### src/hw/rtl/lwpq_pkg.sv
// Shared types and codes for the lock wait priority queue.
// Used by lwpq_cell, lwpq_head and lock_wait_priority_queue; no dependencies.
`timescale 1ns / 1ps
`default_nettype none

package lwpq_pkg;

    // Request codes carried on the slave tuser
    typedef enum logic [1:0] {
        CMD_INSERT,
        CMD_REMOVE,
        CMD_PEEK
    } cmd_t;

    // Result status carried on the master tuser
    typedef enum logic [1:0] {
        STATUS_OK,
        STATUS_DUP,
        STATUS_ABSENT
    } status_t;

    // One queued waiter
    typedef struct packed {
        logic [5:0]         lock;
        logic [5:0]         proc;
        logic signed [15:0] prio;
        logic               kind;
        logic [31:0]        stamp;
    } entry_t;

    // Per-cycle control broadcast to every cell
    typedef struct packed {
        logic capture;    // latch compare flags against the incoming request
        logic shift_in;   // make room and insert the held request
        logic shift_out;  // close the gap left by the matched process
    } cell_ctl_t;

endpackage

`default_nettype wire

### src/hw/rtl/lwpq_cell.sv
// One cell of the sorted wait chain: holds an entry, compares it with a request
// and takes data from either neighbor or the held request. Depends on lwpq_pkg.
`timescale 1ns / 1ps
`default_nettype none

module lwpq_cell (
    input  wire logic              clk,
    input  wire logic              rst_n,
    input  wire lwpq_pkg::cell_ctl_t ctl,
    input  wire lwpq_pkg::entry_t  req,          // request compared on capture
    input  wire lwpq_pkg::entry_t  new_entry,    // held request written on insert
    input  wire lwpq_pkg::entry_t  left_entry,
    input  wire logic              left_valid,
    input  wire logic              left_gt,
    input  wire lwpq_pkg::entry_t  right_entry,
    input  wire logic              right_valid,
    input  wire logic              pfx_in,       // process matched in an earlier cell
    input  wire logic              seen_in,      // lock matched in an earlier cell
    output lwpq_pkg::entry_t       entry,
    output logic                   valid,
    output logic                   gt,
    output logic                   pfx_out,
    output logic                   seen_out,
    output logic                   sel
);
    import lwpq_pkg::*;

    logic   valid_reg, valid_next;
    entry_t entry_reg, entry_next;
    logic   gt_reg, proc_hit_reg, lock_hit_reg;

    // Pass match flags down the chain
    assign pfx_out  = pfx_in | proc_hit_reg;
    assign seen_out = seen_in | lock_hit_reg;
    assign sel      = lock_hit_reg & ~seen_in;
    assign gt       = gt_reg;
    assign entry    = entry_reg;
    assign valid    = valid_reg;

    // Choose the next content of this cell
    always_comb
    begin
        valid_next = valid_reg;
        entry_next = entry_reg;
        if (ctl.shift_in)
        begin
            if (!left_gt)
            begin
                valid_next = left_valid;
                entry_next = left_entry;
            end
            else if (!gt_reg)
            begin
                valid_next = 1'b1;
                entry_next = new_entry;
            end
        end
        else if (ctl.shift_out && pfx_out)
        begin
            valid_next = right_valid;
            entry_next = right_entry;
        end
    end

    // Hold compare flags and occupancy
    always_ff @(posedge clk or negedge rst_n)
    begin
        if (!rst_n)
        begin
            valid_reg    <= 1'b0;
            gt_reg       <= 1'b0;
            proc_hit_reg <= 1'b0;
            lock_hit_reg <= 1'b0;
        end
        else
        begin
            valid_reg <= valid_next;
            if (ctl.capture)
            begin
                gt_reg       <= valid_reg && ($signed(entry_reg.prio) > $signed(req.prio));
                proc_hit_reg <= valid_reg && (entry_reg.proc == req.proc);
                lock_hit_reg <= valid_reg && (entry_reg.lock == req.lock);
            end
        end
    end

    // Entry payload
    always_ff @(posedge clk)
    begin
        entry_reg <= entry_next;
    end

endmodule

`default_nettype wire

### config.mk
export PLATFORM = sky130hd
export DESIGN_NAME = lwpq_cell
export DESIGN_NICKNAME = d
export VERILOG_FILES = /design/src/hw/rtl/lwpq_pkg.sv /design/src/hw/rtl/lwpq_cell.sv
export SDC_FILE = /design/constraint.sdc
export NUM_CORES = 1
export LEC_CHECK = 0
export BUFFER_PORTS_ARGS = -buffer_cell sky130_fd_sc_hd__buf_4
export CORE_AREA = 2 2 123 125
export CTS_CLUSTER_SIZE = 16
export DETAILED_ROUTE_END_ITERATION = 6
export DIE_AREA = 0 0 125 127
export PLACE_DENSITY = 0.68
export SETUP_SLACK_MARGIN = 0.4
export SLEW_MARGIN = 15
export SYNTH_ARGS = -nofsm -noshare
export SYNTH_HDL_FRONTEND = slang
export SYNTH_SLANG_ARGS = --single-unit
### constraint.sdc
create_clock -name clk -period 7.05 [get_ports clk]
set_clock_uncertainty 0.05 [all_clocks]
set_input_delay 0.3525 -clock clk [delete_from_list [all_inputs] [get_ports clk]]
set_output_delay 0.3525 -clock clk [all_outputs]
set_load 0.01 [all_outputs]
==> results of run 1 <==
## kinds of logic (layout without fill, tap and decap cells)
group	after synthesis	in the layout	synth area share [%]
simple gates	86	86	9.65
compound gates	75	75	10.3
flops	65	65	50.9
mux	64	64	17.0
buf+inv	38	322	3.95
fa+ha+maj	16	16	5.27
xor+xnor	13	13	3.00
## power groups by stage
stage	clock network, W	registers [W]	logic, W
6_report	0.000420	0.000501	0.000317
5_1_grt	0.000448	0.000506	0.000347
4_1_cts	0.000434	0.000501	0.000324
3_5_place_dp	0	0.000509	0.000322
3_3_place_gp	0	0.000507	0.000315
2_1_floorplan	0	0.000531	0.000110
## cells in the mapped netlist
master / number
a21oi_1: 67
nor2_1: 64
edfxtp_1: 61
mux2i_1: 61
inv_1: 17
ha_1: 16
clkbuf_1: 12
xor2_1: 7
buf_2: 6
nand4_1: 6
xnor2_1: 6
nand2_1: 5
dfrtp_1: 4
buf_1: 3
mux2_2: 3
nor2b_1: 3
a21o_1: 2
nor3_1: 2
nor4_1: 2
o211ai_1: 2
o21ai_0: 2
or2_2: 2
a41o_1: 1
o22ai_1: 1
or4_1: 1
or4_2: 1
## stage by stage
step | util [%] | hold slack [ns]
3_5_place_dp | 42.5 | 0.104
2_1_floorplan | - | 0.00691
3_3_place_gp | 42.5 | 0.101
5_1_grt | 44.4 | 0.204
6_report | 44.4 | 0.213
4_1_cts | 44.4 | 0.200
## worst max-delay path, cell delays in order, from the launching register on
cell     delay, ns
dfrtp_1       0.35
or2_2         0.12
nand2_1       0.09
o21ai_4       0.72
buf_4         0.54
mux2_2        0.39
## how the worst max path moves through the flow
stage / cells past startpoint / end / from / slack, ns
after global placement: 4 / valid$_DFFE_PN0P_ / ctl[1] / 4.42
after global routing: 5 / valid$_DFFE_PN0P_ / proc_hit_reg$_DFFE_PN0P_ / 4.44
after floorplan: 3 / valid$_DFFE_PN0P_ / ctl[1] / 1.29
after CTS: 5 / valid$_DFFE_PN0P_ / proc_hit_reg$_DFFE_PN0P_ / 4.58
final: 5 / valid$_DFFE_PN0P_ / proc_hit_reg$_DFFE_PN0P_ / 4.63
after detailed placement: 4 / valid$_DFFE_PN0P_ / ctl[1] / 4.38
## cell type report
type                    instances  area share, %
clock buffers                  10           3.57
clock inverters                 5          0.742
inverters                      17          0.996
multi-input cells             254           27.0
flip-flops and latches         65           30.1
well taps                     184           3.59
repair buffers                290           34.0
## metal layers
metal  vias up  global-route usage [%]
met2       179                    27.8
met4         0                    4.44
met1      1664                    16.5
met3        10                    5.36
li1       1855                       -
met5         -                       0
## repair_timing
item | CTS | global route
resized for setup | 0 | 0
hold endpoints to repair | 4 | 0
hold buffers | 1 | 0
==> impl_results.md, run 1 <==
- Sort of element at the start of the critical path: flip-flop
- First DRT Iteration DRCs: 117
- Vias in the first global route: 3919
- Remaining global-route overflow: 0
- Number of buffers created by CTS: 9
- Fin. Hold Viols: 0
- Worst-path fanout max: 34
- Routability congestion estimate: 0.902
- Number of library cell types mapped by synthesis: 26
- Leakage power of the design: 3.07 nW
- Cell count of the worst hold path: 2
- Vias after detailed routing: 3708
- Smallest setup slack after layout: 4.63 ns
- Cell count after synthesis: 357
- FF/Latch Area: 1930 µm²
- Most frequent standard cell in the layout excluding fill and tap cells: buf_4
- CTS Buffer Depth: 2
- Maximum Capacitance Violations: 0
- Finish-stage setup viols: 0
- WL met1: 4880 µm
- Synthesized net count: 627
- Area of the die: 15900 µm²
- Number of nets in the final layout: 907
- Initial antenna violation count: 0
- Total placed instance area: 6120 µm²
- Combinational share of power: 25.6%
- Destination of the worst register-to-register timing path: valid$_DFFE_PN0P_
- Post-synthesis average cell area: 10.6 µm²
- Port buffer count: 286
- Routed length on met3: 1120 µm
- Cell area power density: 193 nW/µm²
- Fraction of layout instances using a drive strength above 1: 48.0%
- Setup repair bufs after CTS: 0
- Remaining antenna violation count: 0
- Diode insertion count for antenna repair: 0
- Final cycle utilization of the critical path: 34.4%
- Die Span X: 125 µm
- Clk sinks: 65
- Cell area after technology mapping: 3800 µm²
- Gr usage total: 15.2%
- Count of state elements after synthesis: 65
- Fin. max-slew vios: 0
- Sequential cell area fraction in the yosys report: 50.9%
- Inst Count DP: 809
- Worst setup EP type: flip-flop
- Clock latency on the worst-skew pair: 0.32 ns
- Data arrival at the endpoint of the critical path: 2.58 ns
- End point of the worst hold path: gt$_DFFE_PN0P_
- Ratio of routed vias to standard cells: 4.49
- Routed wire per std cell: 15.2 µm
- Final WL: 12500 µm
- Root buffer selected by CTS: clkbuf_16
- Launch point of the worst hold path: ctl[2]
- RSZ-0062 raised after global routing: false
- Switching share of power: 25.4%
- Worst slew slack as a fraction of its limit: 38.6%
- Pre-antenna DRT Iters: 4
- Time the worst path needs with I/O delays and setup: 2.42 ns
- Pin slew with the least headroom to its limit: 0.917 ns
- Top cell type by total area after synthesis: edfxtp_1
- Clock-pin slew reported for the worst setup and hold paths after clock tree synthesis: 0.05 ns
- Total negative slack for setup checks: 0 ns
- Result of the run: finished clean
- Portion of synthesized cell area occupied by the leading cell type: 48.2%
- Floorplan Core Area: 14400 µm²
- Io pins: 320
- Max FFs per register: 61
- Required time reported for the critical path endpoint: 7.20 ns
- Die Y: 127 µm
- Reg-to-reg setup timing slack: 4.63 ns
- Cell internal pwr: 0.000924 W
- Global-route wire length before repair: 19100 µm
- Proportion of power drawn by flip-flops and latches: 40.4%
- Starting Density: 26.3%
- Fin area: 6410 µm²
- Biggest area contributors in the synthesized netlist: edfxtp_1, mux2i_1, a21oi_1, nor2_1, ha_1
- Deepest level of the CTS H-tree: 3
- Achievable frequency: 412 MHz
- Largest net degree at the start of global routing: 67
- Warning count from the yosys run: 0
- DRC Markers: 0
- Post-layout instance count excluding filler cells: 825
- Overall power consumption: 0.00124 W
- Met2 layer wire length in the routed design: 6360 µm
- Proportion of power drawn by the clock network: 33.9%
- Power dissipated by switching net loads: 0.000314 W
- WS Path Type: reg -> reg
- Number of rows created at floorplan: 44
- Maximum vdd drop: 0.109 mV
- Most used cells in the layout excluding fill and tap cells: buf_4, a21oi_1, nor2_1
- Clock tree from TritonCTS: built
- Max layer used: met4
- Type of the worst min-delay path: in -> reg
- Post-Place Worst Slack: 4.38 ns
- Start of the worst register-to-register path: proc_hit_reg$_DFFE_PN0P_
- Footprint of the multi-input gates: 1730 µm²
- Synthesis-to-layout area growth: 68.7%
- Number of cells on the worst reg-to-reg path: 5
- Post-DP HPWL: 10100 µm
- Fill count: 1379
No activity file was read; power rests on OpenSTA's default activity.
==> run 2, diff against run 1 <==
- PLACE_DENSITY: 0.68 -> 0.71
- clock period: 7.05 -> 1.95 ns (I/O delays scaled with it)
==> run 2 against run 1 <==
The flow now finishes with violations (negative setup slack). Count of clock-buffer cells in the layout did not move. Worst hold slack worse by 0.17 ns. Sequential power grew to 3.6 times the previous value. Routed wire length increased by 8.0%. Cell area grew 5.2%. Total power grew to 4.0 times the previous value. Die area is the same. Combinational power grew to 4.0 times the previous value.
==> impl_results.md, run 2 (synthesized netlist as in run 1, its figures left out) <==
- Result of the run: complete, but fails checks
- Violated checks: negative setup slack
- Final WL: 13500 µm
- Leakage power of the design: 3.22 nW
- Routed wire per std cell: 16.0 µm
- Clock latency on the worst-skew pair: 0.32 ns
- Initial antenna violation count: 0
- Remaining global-route overflow: 0
- Remaining antenna violation count: 0
- Fill count: 1385
- Vias in the first global route: 4053
- Worst hold margin: 0.0457 ns
- Floorplan Core Area: 14400 µm²
- Cell repeated most along the worst path: nand4_1
- Area of the die: 15900 µm²
- Routability congestion estimate: 0.897
- Die Y: 127 µm
- RSZ-0062 raised after global routing: true
- Crit-path max cell delay: 0.45 ns
- Post-Route Utilization: 46.8%
- Most frequent standard cell in the layout excluding fill and tap cells: buf_4
- Max FFs per register: 61
- Ratio of routed vias to standard cells: 4.54
- Type of the worst min-delay path: in -> reg
- Cell area power density: 728 nW/µm²
- Post-Place Worst Slack: -0.125 ns
- Io pins: 320
- Clock tree from TritonCTS: built
- Number of rows created at floorplan: 44
- Vias after detailed routing: 3831
- Pre-antenna DRT Iters: 4
- WS Path Type: reg -> reg
- First DRT Iteration DRCs: 113
- Diode insertion count for antenna repair: 0
- Number of buffers created by CTS: 9
- Number of nets in the final layout: 924
- Fin. max-slew vios: 0
- Final cycle utilization of the critical path: 104%
- DRC Markers: 0
- Largest net degree at the start of global routing: 57
- Most used cells in the layout excluding fill and tap cells: buf_4, a21oi_1, nor2_1
- Die Span X: 125 µm
- Starting Density: 26.3%
- Post-DP HPWL: 11000 µm
- Worst-path fanout max: 3
- Clk sinks: 65
- Launch point of the worst hold path: right_entry[23]
- Clock-pin slew reported for the worst setup and hold paths after clock tree synthesis: 0.05 ns
- Deepest level of the CTS H-tree: 3
- Smallest setup slack after layout: -0.0777 ns
- Maximum Capacitance Violations: 0
- Fin. Hold Viols: 0
- Port buffer count: 286
- Pin slew with the least headroom to its limit: 0.513 ns
- Worst setup EP type: flip-flop
- CTS Buffer Depth: 2
- Start of the worst register-to-register path: entry[48]$_DFFE_PP_
- Data arrival at the endpoint of the critical path: 2.17 ns
- Achievable frequency: 493 MHz
- Critical path's slowest cell: edfxtp_1
- Finish-stage setup viols: 1
- Critical Path Source: entry[48]$_DFFE_PP_
- Global-route wire length before repair: 20400 µm
- Fraction of layout instances using a drive strength above 1: 50.7%
- Required time reported for the critical path endpoint: 2.09 ns
- Time the worst path needs with I/O delays and setup: 2.03 ns
- Sort of element at the start of the critical path: flip-flop
- Gr usage total: 16.4%
- Synthesis-to-layout area growth: 77.5%
- Maximum vdd drop: 0.310 mV
- Worst slew slack as a fraction of its limit: 65.8%
- CP cell instances: ha_4, nand4_1, or4_4, a21o_1, nand4_1, xor2_1, o22ai_1
- Root buffer selected by CTS: clkbuf_16
## run 2: cell count changes in the layout (fill, tap and decap cells not counted), moves of 2 or more
cell,change
buf_4,+12
ha_1,-5
ha_4,+5
buf_12,+3
bufinv_16,+2
nand2_1,-2
nand2_4,+2
or4_4,+2
## run 2: area by class of cell
| cell class | count | area [µm²] | area share, % |
|---|---|---|---|
| timing repair buffer | 307 | 2360 | 35.1 |
| sequential | 65 | 1930 | 28.6 |
| multi-input combinational | 254 | 1820 | 27.0 |
| tap | 184 | 230 | 3.41 |
| clock buffer | 10 | 229 | 3.40 |
| clock inverter | 6 | 106 | 1.58 |
| inverter | 17 | 63.8 | 0.946 |
## run 2: path summary, 6_finish.rpt
| kind | to | slack, ns | cells after the start |
|---|---|---|---|
| worst max register to register | gt$_DFFE_PN0P_ | -0.08 | 7 |
| max in group asynchronous | valid$_DFFE_PN0P_ | 1.66 | 2 |
| worst min register to register | lock_hit_reg$_DFFE_PN0P_ | 0.48 | 1 |
| min in group asynchronous | gt$_DFFE_PN0P_ | 0.07 | 2 |
| worst min-delay path | entry[23]$_DFFE_PP_ | 0.05 | 3 |
| worst max-delay path | gt$_DFFE_PN0P_ | -0.08 | 7 |
## run 2: repair_timing
| action | in CTS | in global routing |
|---|---|---|
| gates cloned | 0 | 1 |
| setup endpoints to repair | 32 | 24 |
| endpoints found under the hold margin | 5 | 0 |
| gates resized for setup | 2 | 7 |
| hold buffers | 2 | 0 |
| buffers inserted | 2 | 2 |
| pin swaps | 6 | 6 |
## run 2: per-stage QoR
stage	instance area, µm²	power [W]	std cells	setup TNS (ns)
floorplan	3860	0.00232	357	-5.39
global placement	6280	0.00305	820	-0.0506
detailed placement	6280	0.00308	820	-0.125
CTS	6660	0.00495	840	-0.0815
global route	6740	0.00516	843	-0.120
finish	6740	0.00491	843	-0.0777
## run 2: power by group
part	internal [W]	switching [W]
registers	0.00173	0.0000880
logic	0.000723	0.000547
clock network	0.00124	0.000578
total	0.00369	0.00121
## run 2: routing by layer
layer | part of all wire, % | GRT usage (%) | routed length (µm) | vias to the layer above
li1 | - | - | - | 1887
met1 | 38 | 18.0 | 5200 | 1762
met2 | 53 | 30.9 | 7120 | 177
met3 | 8.3 | 5.44 | 1120 | 5
met4 | 0.54 | 3.20 | 73 | 0
met5 | 0 | 0 | 0 | -
## run 2: worst max-delay path: cells and delay by family (launching register included)
family,cells,cell delay [ns]
XOR/XNOR,1,0.17
AO/OA/AOI/OAI,2,0.26
adder cells (fa/ha/maj),1,0.31
flip-flops,1,0.45
AND/OR/NAND/NOR,3,0.66
